**src/rtl/core/otl_pkg.sv**
```systemverilog
// Package for the operator token lexer: token codes, prefix states,
// character constants and the per-byte lexing function.
// Depends on nothing; imported by otl_step and operator_token_lexer.
package otl_pkg;

  typedef enum logic [5:0] {
    TK_NOT, TK_NE, TK_SNE, TK_MOD, TK_MOD_EQ, TK_AND, TK_LAND, TK_AND_EQ,
    TK_LPAREN, TK_RPAREN, TK_MUL, TK_MUL_EQ, TK_ADD, TK_INC, TK_ADD_EQ,
    TK_COMMA, TK_SUB, TK_DEC, TK_SUB_EQ, TK_DOT, TK_DIV, TK_DIV_EQ,
    TK_COLON, TK_LT, TK_SHL, TK_SHL_EQ, TK_LE, TK_ASSIGN, TK_EQ, TK_SEQ,
    TK_GT, TK_GE, TK_SHR, TK_SHR_EQ, TK_SHRU, TK_SHRU_EQ, TK_QUEST,
    TK_LBRACK, TK_RBRACK, TK_XOR, TK_XOR_EQ, TK_LBRACE, TK_OR, TK_OR_EQ,
    TK_LOR, TK_RBRACE, TK_TILDE, TK_INVALID
  } tok_t;

  typedef enum logic [4:0] {
    PS_IDLE, PS_NOT, PS_NE, PS_MOD, PS_AND, PS_MUL, PS_ADD, PS_SUB, PS_DIV,
    PS_LT, PS_SHL, PS_EQ, PS_EQEQ, PS_GT, PS_SHR, PS_SHRU, PS_XOR, PS_OR
  } prefix_t;

  localparam logic [7:0] CH_BANG   = 8'h21;
  localparam logic [7:0] CH_PCT    = 8'h25;
  localparam logic [7:0] CH_AMP    = 8'h26;
  localparam logic [7:0] CH_LPAREN = 8'h28;
  localparam logic [7:0] CH_RPAREN = 8'h29;
  localparam logic [7:0] CH_STAR   = 8'h2A;
  localparam logic [7:0] CH_PLUS   = 8'h2B;
  localparam logic [7:0] CH_COMMA  = 8'h2C;
  localparam logic [7:0] CH_MINUS  = 8'h2D;
  localparam logic [7:0] CH_DOT    = 8'h2E;
  localparam logic [7:0] CH_SLASH  = 8'h2F;
  localparam logic [7:0] CH_COLON  = 8'h3A;
  localparam logic [7:0] CH_LT     = 8'h3C;
  localparam logic [7:0] CH_EQ     = 8'h3D;
  localparam logic [7:0] CH_GT     = 8'h3E;
  localparam logic [7:0] CH_QUEST  = 8'h3F;
  localparam logic [7:0] CH_LBRACK = 8'h5B;
  localparam logic [7:0] CH_RBRACK = 8'h5D;
  localparam logic [7:0] CH_CARET  = 8'h5E;
  localparam logic [7:0] CH_LBRACE = 8'h7B;
  localparam logic [7:0] CH_BAR    = 8'h7C;
  localparam logic [7:0] CH_RBRACE = 8'h7D;
  localparam logic [7:0] CH_TILDE  = 8'h7E;

  typedef struct packed {
    logic    hit;
    tok_t    code;
    prefix_t nxt;
  } lex_t;

  typedef struct packed {
    logic       emit;
    tok_t       code;
    logic       ret;
    logic [7:0] bad;
  } step_t;

  function automatic tok_t pending_code(prefix_t s);
    tok_t t;
    case (s)
      PS_NOT:  t = TK_NOT;
      PS_NE:   t = TK_NE;
      PS_MOD:  t = TK_MOD;
      PS_AND:  t = TK_AND;
      PS_MUL:  t = TK_MUL;
      PS_ADD:  t = TK_ADD;
      PS_SUB:  t = TK_SUB;
      PS_DIV:  t = TK_DIV;
      PS_LT:   t = TK_LT;
      PS_SHL:  t = TK_SHL;
      PS_EQ:   t = TK_ASSIGN;
      PS_EQEQ: t = TK_EQ;
      PS_GT:   t = TK_GT;
      PS_SHR:  t = TK_SHR;
      PS_SHRU: t = TK_SHRU;
      PS_XOR:  t = TK_XOR;
      PS_OR:   t = TK_OR;
      default: t = TK_NOT;
    endcase
    return t;
  endfunction

  function automatic lex_t lex_byte(prefix_t s, logic [7:0] c);
    lex_t r;
    r.hit  = 1'b1;
    r.code = TK_INVALID;
    r.nxt  = PS_IDLE;
    case (s)
      PS_IDLE: begin
        case (c)
          CH_BANG:   begin r.code = TK_NOT;    r.nxt = PS_NOT; end
          CH_PCT:    begin r.code = TK_MOD;    r.nxt = PS_MOD; end
          CH_AMP:    begin r.code = TK_AND;    r.nxt = PS_AND; end
          CH_LPAREN: r.code = TK_LPAREN;
          CH_RPAREN: r.code = TK_RPAREN;
          CH_STAR:   begin r.code = TK_MUL;    r.nxt = PS_MUL; end
          CH_PLUS:   begin r.code = TK_ADD;    r.nxt = PS_ADD; end
          CH_COMMA:  r.code = TK_COMMA;
          CH_MINUS:  begin r.code = TK_SUB;    r.nxt = PS_SUB; end
          CH_DOT:    r.code = TK_DOT;
          CH_SLASH:  begin r.code = TK_DIV;    r.nxt = PS_DIV; end
          CH_COLON:  r.code = TK_COLON;
          CH_LT:     begin r.code = TK_LT;     r.nxt = PS_LT; end
          CH_EQ:     begin r.code = TK_ASSIGN; r.nxt = PS_EQ; end
          CH_GT:     begin r.code = TK_GT;     r.nxt = PS_GT; end
          CH_QUEST:  r.code = TK_QUEST;
          CH_LBRACK: r.code = TK_LBRACK;
          CH_RBRACK: r.code = TK_RBRACK;
          CH_CARET:  begin r.code = TK_XOR;    r.nxt = PS_XOR; end
          CH_LBRACE: r.code = TK_LBRACE;
          CH_BAR:    begin r.code = TK_OR;     r.nxt = PS_OR; end
          CH_RBRACE: r.code = TK_RBRACE;
          CH_TILDE:  r.code = TK_TILDE;
          default:   r.hit = 1'b0;
        endcase
      end
      PS_NOT: begin
        if (c == CH_EQ) begin r.code = TK_NE; r.nxt = PS_NE; end
        else r.hit = 1'b0;
      end
      PS_NE: begin
        if (c == CH_EQ) r.code = TK_SNE;
        else r.hit = 1'b0;
      end
      PS_MOD: begin
        if (c == CH_EQ) r.code = TK_MOD_EQ;
        else r.hit = 1'b0;
      end
      PS_AND: begin
        if (c == CH_AMP) r.code = TK_LAND;
        else if (c == CH_EQ) r.code = TK_AND_EQ;
        else r.hit = 1'b0;
      end
      PS_MUL: begin
        if (c == CH_EQ) r.code = TK_MUL_EQ;
        else r.hit = 1'b0;
      end
      PS_ADD: begin
        if (c == CH_PLUS) r.code = TK_INC;
        else if (c == CH_EQ) r.code = TK_ADD_EQ;
        else r.hit = 1'b0;
      end
      PS_SUB: begin
        if (c == CH_MINUS) r.code = TK_DEC;
        else if (c == CH_EQ) r.code = TK_SUB_EQ;
        else r.hit = 1'b0;
      end
      PS_DIV: begin
        if (c == CH_EQ) r.code = TK_DIV_EQ;
        else r.hit = 1'b0;
      end
      PS_LT: begin
        if (c == CH_LT) begin r.code = TK_SHL; r.nxt = PS_SHL; end
        else if (c == CH_EQ) r.code = TK_LE;
        else r.hit = 1'b0;
      end
      PS_SHL: begin
        if (c == CH_EQ) r.code = TK_SHL_EQ;
        else r.hit = 1'b0;
      end
      PS_EQ: begin
        if (c == CH_EQ) begin r.code = TK_EQ; r.nxt = PS_EQEQ; end
        else r.hit = 1'b0;
      end
      PS_EQEQ: begin
        if (c == CH_EQ) r.code = TK_SEQ;
        else r.hit = 1'b0;
      end
      PS_GT: begin
        if (c == CH_GT) begin r.code = TK_SHR; r.nxt = PS_SHR; end
        else if (c == CH_EQ) r.code = TK_GE;
        else r.hit = 1'b0;
      end
      PS_SHR: begin
        if (c == CH_GT) begin r.code = TK_SHRU; r.nxt = PS_SHRU; end
        else if (c == CH_EQ) r.code = TK_SHR_EQ;
        else r.hit = 1'b0;
      end
      PS_SHRU: begin
        if (c == CH_EQ) r.code = TK_SHRU_EQ;
        else r.hit = 1'b0;
      end
      PS_XOR: begin
        if (c == CH_EQ) r.code = TK_XOR_EQ;
        else r.hit = 1'b0;
      end
      PS_OR: begin
        if (c == CH_BAR) r.code = TK_LOR;
        else if (c == CH_EQ) r.code = TK_OR_EQ;
        else r.hit = 1'b0;
      end
      default: r.hit = 1'b0;
    endcase
    return r;
  endfunction

endpackage

```
**src/rtl/core/otl_step.sv**
```systemverilog
// Combinational lexing step: from the current prefix state and one input
// byte or flush, forms the next prefix state and the optional result.
// Depends on otl_pkg.
module otl_step (
  input  otl_pkg::prefix_t state_i,
  input  logic [7:0]       char_i,
  input  logic             flush_i,
  output otl_pkg::prefix_t state_nxt,
  output otl_pkg::step_t   step_o
);
  import otl_pkg::*;

  lex_t lx;

  assign lx = lex_byte(state_i, char_i);

  always_comb begin
    if (flush_i || !lx.hit) begin
      state_nxt = PS_IDLE;
    end else begin
      state_nxt = lx.nxt;
    end
  end

  always_comb begin
    step_o.emit = 1'b0;
    step_o.code = lx.code;
    step_o.ret  = 1'b0;
    step_o.bad  = 8'd0;
    if (flush_i) begin
      step_o.emit = (state_i != PS_IDLE);
      step_o.code = pending_code(state_i);
    end else if (!lx.hit) begin
      step_o.emit = 1'b1;
      if (state_i == PS_IDLE) begin
        step_o.code = TK_INVALID;
        step_o.bad  = char_i;
      end else begin
        step_o.code = pending_code(state_i);
        step_o.ret  = 1'b1;
      end
    end else begin
      step_o.emit = (lx.nxt == PS_IDLE);
    end
  end

endmodule

```
**src/rtl/core/operator_token_lexer.sv**
```systemverilog
// Top level of the operator token lexer: input register, prefix state,
// result register and the valid/ready handshakes of both channels.
// Depends on otl_pkg and otl_step.
//
// Usage: each input transaction carries one source byte (in_char_byte) or
// an end-of-input mark (in_flush). Result transactions carry a token code,
// 0 to 46 for the operators in order and 47 for an invalid character, plus
// byte_returned, which tells the driver to present that byte again, and
// the offending byte for invalid characters.
// Bytes that only start or extend a prefix produce no result.
// One byte is accepted every cycle unless the held byte makes a result
// while the result register is stalled; the prefix update and the result
// are formed combinationally between the input and result registers.
// When the receiver stalls with a result waiting, the input register holds
// the next byte and in_ready drops only if that byte also makes a result;
// bytes that make no result keep flowing.
// Reset clears both registers' valid flags and returns the prefix to idle.
module operator_token_lexer (
  input  logic       clk,
  input  logic       rst_n,
  input  logic       in_valid,
  output logic       in_ready,
  input  logic [7:0] in_char_byte,
  input  logic       in_flush,
  output logic       out_valid,
  input  logic       out_ready,
  output logic [5:0] out_token_code,
  output logic       out_byte_returned,
  output logic [7:0] out_bad_byte
);
  import otl_pkg::*;

  logic       s1_valid_r;
  logic [7:0] s1_char_r;
  logic       s1_flush_r;
  prefix_t    prefix_r;
  prefix_t    prefix_nxt;
  step_t      step;
  logic       out_valid_r;
  tok_t       out_code_r;
  logic       out_ret_r;
  logic [7:0] out_bad_r;
  logic       out_free;
  logic       s1_adv;

  otl_step u_step (
    .state_i   (prefix_r),
    .char_i    (s1_char_r),
    .flush_i   (s1_flush_r),
    .state_nxt (prefix_nxt),
    .step_o    (step)
  );

  assign out_free = !out_valid_r || out_ready;
  assign s1_adv   = s1_valid_r && (!step.emit || out_free);
  assign in_ready = !s1_valid_r || s1_adv;

  always_ff @(posedge clk) begin
    if (!rst_n) begin
      s1_valid_r <= 1'b0;
    end else if (in_ready) begin
      s1_valid_r <= in_valid;
    end
  end

  always_ff @(posedge clk) begin
    if (in_valid && in_ready) begin
      s1_char_r  <= in_char_byte;
      s1_flush_r <= in_flush;
    end
  end

  always_ff @(posedge clk) begin
    if (!rst_n) begin
      prefix_r <= PS_IDLE;
    end else if (s1_adv) begin
      prefix_r <= prefix_nxt;
    end
  end

  always_ff @(posedge clk) begin
    if (!rst_n) begin
      out_valid_r <= 1'b0;
    end else if (s1_adv && step.emit) begin
      out_valid_r <= 1'b1;
    end else if (out_ready) begin
      out_valid_r <= 1'b0;
    end
  end

  always_ff @(posedge clk) begin
    if (s1_adv && step.emit) begin
      out_code_r <= step.code;
      out_ret_r  <= step.ret;
      out_bad_r  <= step.bad;
    end
  end

  assign out_valid         = out_valid_r;
  assign out_token_code    = out_code_r;
  assign out_byte_returned = out_ret_r;
  assign out_bad_byte      = out_bad_r;

endmodule
```
**config.mk**
```make
export PLATFORM = sky130hd
export DESIGN_NAME = operator_token_lexer
export DESIGN_NICKNAME = d
export VERILOG_FILES = /design/src/rtl/core/otl_pkg.sv /design/src/rtl/core/otl_step.sv /design/src/rtl/core/operator_token_lexer.sv
export SDC_FILE = /design/constraint.sdc
export NUM_CORES = 1
export LEC_CHECK = 0
export BUFFER_PORTS_ARGS = -buffer_cell sky130_fd_sc_hd__buf_2
export CORE_UTILIZATION = 42
export DETAILED_ROUTE_END_ITERATION = 12
export PLACE_DENSITY_LB_ADDON = 0.3
export SLEW_MARGIN = 10
export SYNTH_ARGS = -nofsm -noshare
export SYNTH_HDL_FRONTEND = slang
export SYNTH_SLANG_ARGS = --single-unit
export TNS_END_PERCENT = 50
```
**constraint.sdc**
```tcl
create_clock -name clk -period 7.31 [get_ports clk]
set_input_delay 1.462 -clock clk [delete_from_list [all_inputs] [get_ports clk]]
set_output_delay 1.462 -clock clk [all_outputs]
set_load 0.02 [all_outputs]
```
Word level (Yosys, flattened, before mapping)
Memories as Yosys holds them, arrays and structs flattened. A register that Yosys moved wholly into a read port is not among the register bits.
Index checks and enable logic that the tools add are counted.
{"block": "totals", "memories": 2, "out_inout_bits": 17, "word_cells": 124, "register_bits": 31, "rom_bits": 384}
{"memory": "(no name shown)", "depth": 32, "width": 6, "rd": 1, "rd_clocked_by_memory_dff": 1, "wr": 0, "line": "otl_pkg.sv:60", "source": "case (s)"}
{"memory": "(no name shown)", "depth": 32, "width": 6, "rd": 1, "rd_clocked_by_memory_dff": 1, "wr": 0, "line": "otl_pkg.sv:60"}
{"block": "classes", "bitwise": 1, "reduce_logical": 20, "mux": 53, "eq_ne": 40}
{"operator": "6-bit case mux with 23 select lines", "count": 1}
{"operator": "8-bit by 6-bit == test with 1-bit output, second input constant", "count": 16}
{"operator": "6-bit 2-to-1 mux", "count": 19}
{"operator": "6-bit case mux with 18 select lines", "count": 1}
{"operator": "5-bit case mux with 12 select lines", "count": 1}
{"operator": "8-bit by 7-bit == test with 1-bit output, second input constant", "count": 7}
{"operator": "5-bit by 4-bit == test with 1-bit output, second input constant", "count": 8}
{"operator": "5-bit case mux with 6 select lines", "count": 1}
{"operator": "5-bit 2-to-1 mux", "count": 5}
{"operator": "23-bit OR reduction", "count": 1}
{"operator": "11-bit 2-to-1 mux", "count": 2}
{"operator": "5-bit by 3-bit == test with 1-bit output, second input constant", "count": 4}
{"operator": "4-bit 2-to-1 mux", "count": 5}
{"operator": "15-bit 2-to-1 mux", "count": 1}
{"operator": "1-bit 2-to-1 mux", "count": 12}
{"operator": "5-bit by 2-bit == test with 1-bit output, second input constant", "count": 2}
{"operator": "5-bit == test, second input constant", "count": 2}
{"operator": "5-bit zero test", "count": 2}
{"operator": "10-bit OR reduction", "count": 1}
{"operator": "8-bit 2-to-1 mux", "count": 1}
{"operator": "1-bit case mux with 8 select lines", "count": 1}
{"operator": "7-bit 2-to-1 mux", "count": 1}
{"operator": "3-bit 2-to-1 mux", "count": 2}
{"operator": "5-bit by 1-bit == test with 1-bit output, second input constant", "count": 1}
{"operator": "8 further kinds", "count": 17}

Longest topological paths before layout
{"block": "depth", "depth_word": 11, "ltp_mapped": 15}

By module
From an unflattened synthesis, not the netlist that was laid out.
{"block": "hier_totals", "cells_unflattened": 360, "area_unflattened_um2": 3002.9}
{"mod": "otl_step", "seq_area_each_um2": 0.0, "cells_per_inst": 304, "area_each_um2": 1974.4, "n_inst": 1}
{"mod": "operator_token_lexer", "seq_area_each_um2": 860.8, "cells_per_inst": 56, "area_each_um2": 1028.5, "n_inst": 1}

Worst setup path before layout
OpenSTA, ideal clock, no wires.
{"block": "synth_path", "path_kind": "register to output", "startpoint": "register s1_char_r[6]", "endpoint": "output port in_ready", "path_stages_with_launch": 9, "arrival_time_ns": 1.986, "t_required_ns": 5.848, "n_path_buf": 1, "setup_slack_ns": 3.862, "path_cell_list": "edfxtp_1 buf_6 nand4bb_4 or4_4 a21o_1 o311a_4 nand2_1 o31ai_1 nand3_1"}
{"block": "synth_via", "elab_chain_len": 10, "word_cells_on_any_way": 47, "classes_between": "eq/ne (23); mux (18); reduce/logical (6)"}
{"element": "start, declared", "line": "operator_token_lexer.sv:34", "source": "logic [7:0] s1_char_r;"}
{"element": "start signal, assigned", "line": "operator_token_lexer.sv:68", "source": "s1_char_r <= in_char_byte;"}
{"element": "8-bit by 7-bit == test with 1-bit output (tied with other cells)", "line": "otl_pkg.sv:90, otl_pkg.sv:188"}
{"element": "5-bit case mux with 12 select lines (tied with other cells)", "line": "otl_pkg.sv:90", "source": "case (c)"}
{"element": "5-bit case mux with 6 select lines (tied with other cells)", "line": "otl_pkg.sv:88", "source": "case (s)"}
{"element": "5-bit zero test or 1-bit case mux with 8 select lines (tied branches)", "line": "otl_step.sv:43, otl_pkg.sv:88"}
{"element": "1-bit 2-to-1 mux *", "line": "otl_step.sv:33", "source": "end else if (!lx.hit) begin"}
{"element": "7-bit 2-to-1 mux *", "line": "otl_step.sv:30", "source": "if (flush_i) begin"}
{"element": "1-bit zero test *", "line": "operator_token_lexer.sv:55", "source": "assign s1_adv = s1_valid_r && (!step.emit || out_free);"}
{"element": "1-bit logical OR *", "line": "operator_token_lexer.sv:55"}
{"element": "1-bit logical AND *", "line": "operator_token_lexer.sv:55"}
{"element": "1-bit logical OR *", "line": "operator_token_lexer.sv:56", "source": "assign in_ready = !s1_valid_r || s1_adv;"}
{"element": "end, declared", "line": "operator_token_lexer.sv:22", "source": "output logic in_ready,"}
Mark *: on every way between the ends. The rest lies on a longest branch, timed or not.

Worst setup path in the final report
{"block": "layout_path", "startpoint": "register prefix_r[0]", "endpoint": "output port in_ready"}
{"block": "layout_via", "elab_chain_len": 9, "word_cells_on_any_way": 30, "classes_between": "eq/ne (17); mux (4); reduce/logical (9)"}
{"element": "start, declared", "line": "operator_token_lexer.sv:36", "source": "prefix_t prefix_r;"}
{"element": "start signal, assigned", "line": "operator_token_lexer.sv:77", "source": "prefix_r <= prefix_nxt;"}
{"element": "5-bit by 1-bit == test with 1-bit output (tied with other cells)", "line": "otl_pkg.sv:88"}
{"element": "10-bit OR reduction (no source line) (tied with other cells)"}
{"element": "1-bit case mux with 8 select lines or 5-bit zero test (tied branches)", "line": "otl_pkg.sv:88, otl_step.sv:43"}
{"element": "1-bit 2-to-1 mux", "line": "otl_step.sv:33"}
{"element": "7-bit 2-to-1 mux *", "line": "otl_step.sv:30"}
{"element": "1-bit zero test *", "line": "operator_token_lexer.sv:55"}
{"element": "1-bit logical OR *", "line": "operator_token_lexer.sv:55"}
{"element": "1-bit logical AND *", "line": "operator_token_lexer.sv:55"}
{"element": "1-bit logical OR *", "line": "operator_token_lexer.sv:56"}
Marked as above.

==> results.sh <==
export IMPL_outcome="complete, no violations"
export IMPL_io_buffers=29
export IMPL_cp_endpoint="in_ready"
export IMPL_regToRegStartpoint="prefix_r[0]"
export IMPL_power_share_sequential=0.547
export IMPL_overflow=0
export IMPL_stdcell_count=501
export IMPL_worstMarginPinSlew_ns=0.893
export IMPL_period_share=0.630
export IMPL_rrSetupSlack_ns=3.57
export IMPL_placed_cells_incl_taps=493
export IMPL_final_core_util=0.466
export IMPL_finalNetCount=419
export IMPL_final_area_um2=3440
export IMPL_finalClockSkew_ns=0.00814
export IMPL_track_usage=0.214
export IMPL_tns_ns=0
export IMPL_cts_sinks=37
export IMPL_ys_ff_latch=37
export IMPL_gr_usage_met3=0.0313
export IMPL_drtAntennaViolNets=0
export IMPL_htreeDepth=2
export IMPL_wl_per_cell_um=17.3
export IMPL_drive_gt1_frac=0.152
export IMPL_final_hold_viol_count=0
export IMPL_maxSlewViolCount=0
export IMPL_cp_cell_sequence="nor2_1, nand2_1, o22a_1, nand2_1, o31ai_1, nand3_1, buf_2"
export IMPL_max_cap_violations=0
export IMPL_syn_inst=396
export IMPL_num_io_pins=30
export IMPL_die_width_um=89.9
export IMPL_nFillCells=740
export IMPL_post_cts_resize_count=0
export IMPL_hold_class="flop to flop"
export IMPL_place_area_um2=3350
export IMPL_yosys_warnings=0
export IMPL_synth_ff_type="edfxtp_1"
export IMPL_grt_pass1_wl_um=14100
export IMPL_area_growth_pct=5.86
export IMPL_grt_max_degree=29
export IMPL_syn_area_per_cell_um2=8.20
export IMPL_antenna_found_initial=0
export IMPL_async_reset_ff_frac=0
export IMPL_regArea_um2=981
export IMPL_p_switching_uw=122
export IMPL_crit_path_frequent_cell="nand2_1"
export IMPL_fmax_mhz=217
export IMPL_power_uw=447
export IMPL_drt_vias_per_instance=6.19
export IMPL_core_area_um2=7370
export IMPL_fin_crit_ns=4.60
export IMPL_synth_seq_area_share=0.302
export IMPL_die_area_um2=8080
export IMPL_combPwrFrac=0.123
export IMPL_power_internal_uw=325
export IMPL_clk_latency_ns=0.30
export IMPL_setup_viol=0
export IMPL_final_cell_mix="nand2_1, nor2_1, buf_2"
export IMPL_drt_iter0_markers=519
export IMPL_gp_congestion=0.915
export IMPL_clkPwrFrac=0.330
export IMPL_crit_type="flop to output pin"
export IMPL_cts_buffers_inserted=5
export IMPL_diodes=0
export IMPL_use_met2=0.326
export IMPL_dr_pass1_iters=6
export IMPL_cp_max_fo=25
export IMPL_drc=0
export IMPL_met1_usage=0.307
export IMPL_die_h_um=89.9
export IMPL_swShare=0.273
export IMPL_initial_core_util=0.440
export IMPL_grt_pass1_vias=2797
export IMPL_hold_buffers=0
export IMPL_startpoint_type="flop"
export IMPL_grt_busiest_layer="met2"
export IMPL_multi_input_comb_area_um2=2040
export IMPL_row_count=31
export IMPL_cts_tree="done"
export IMPL_syn_cell_area_um2=3250
export IMPL_cp_required_ns=5.85
export IMPL_ys_types=82
export IMPL_dr_total_vias=3102
export IMPL_rsz0062_at_grt="no"
export IMPL_peakVddDrop_mv=0.0614
export IMPL_cpPeakStageDelay_ns=0.90
export IMPL_clockBufferDepth=2
export IMPL_maxSlewHeadroom=0.402
export IMPL_final_common_cell="nand2_1"
export IMPL_reg2reg_depth=13
export IMPL_clock_root_buffer="clkbuf_8"
export IMPL_postCtsSetupRepairBufs=0
export IMPL_synth_edf_count=24
export IMPL_critPathCaptureType="output pin"
export IMPL_startpoint="prefix_r[0]"
export IMPL_wirelength_um=8650
export IMPL_crit_slowest_cell="dfxtp_1"
export IMPL_critPathArrivalTime_ns=3.14
export IMPL_dp_hpwl_um=6250
export IMPL_syn_nets=414
export IMPL_leakage_uw=0.00133
export IMPL_path_clk_slew_ns=0.07
export IMPL_powerDensity_nw_per_um2=130
==> synth_stat cells (4+ instances only) <==
master,instances,share of area
o22ai_1,10,0.019
nand3_1,17,0.026
edfxtp_1,24,0.22
nor3_1,6,0.0093
nand4_1,4,0.0077
a31oi_1,9,0.017
and3b_1,4,0.011
a22oi_1,4,0.0093
o21ai_0,27,0.042
buf_2,8,0.012
clkbuf_1,15,0.017
inv_1,9,0.010
a21oi_1,28,0.043
buf_4,7,0.016
ha_1,5,0.019
nand2_1,39,0.045
nand4b_1,6,0.016
a21o_1,4,0.0093
nand2b_1,8,0.015
nor2b_1,11,0.021
and2_1,13,0.025
nor2_1,36,0.042
dfxtp_1,13,0.080
==> power by group through the flow <==
stage          Sequential [uW]  Combinational, uW  Clock [uW]
2_1_floorplan              242               45.8           0
3_3_place_gp               248               54.2           0
3_5_place_dp               249               54.4           0
4_1_cts                    244               54.5         151
5_1_grt                    246               59.8         157
6_report                   244               55.0         147
==> worst min path at each step <==
stage,end,startpoint,cells past startpoint
after global routing,out_token_code[5],flop,2
final,out_token_code[5],flop,2
after floorplan,out_token_code[5],flop,2
after global placement,out_token_code[5],flop,2
after detailed placement,out_valid,out_valid,2
after CTS,out_valid,out_valid,2
==> layout make-up <==
| cell class | instances | area share |
|---|---|---|
| clock inverter | 1 | 0.00182 |
| inverter | 10 | 0.0109 |
| multi-input combinational | 315 | 0.594 |
| timing repair buffer | 32 | 0.0488 |
| clock buffer | 7 | 0.0233 |
| tap | 99 | 0.0361 |
| sequential | 37 | 0.286 |
==> cell families (layout without fill, tap and decap cells) <==
| family | after synthesis | in the layout | synth area share |
|---|---|---|---|
| buffers and inverters | 44 | 50 | 0.0694 |
| DFF | 37 | 37 | 0.302 |
| adders and majority gates | 5 | 5 | 0.0193 |
| AOI/OAI and AO/OA | 123 | 123 | 0.256 |
| muxes | 6 | 6 | 0.0197 |
| and+or+nand+nor | 176 | 176 | 0.320 |
| xor gates and xnor gates | 5 | 5 | 0.0135 |
==> stage by stage <==
step,worst slack (ns),hold slack (ns)
floorplan,3.86,0.492
global placement,3.26,0.540
detailed placement,3.13,0.553
CTS,2.80,0.571
global route,2.46,0.586
finish,2.71,0.556
==> critical path: cells and delay by family (launching register included) <==
family / cells / cell delay, ns
and+or+nand+nor: 4 / 0.99
DFF: 1 / 0.90
buffers and inverters: 1 / 0.19
AOI/OAI and AO/OA: 2 / 0.78
==> layer usage <==
layer,wire length [um],vias up,share of wire
met2,3800,177,0.44
met1,3970,1407,0.46
met4,237,0,0.027
met3,642,32,0.074
met5,0,-,0
li1,-,1486,-
(Power assumes the default switching activity.)
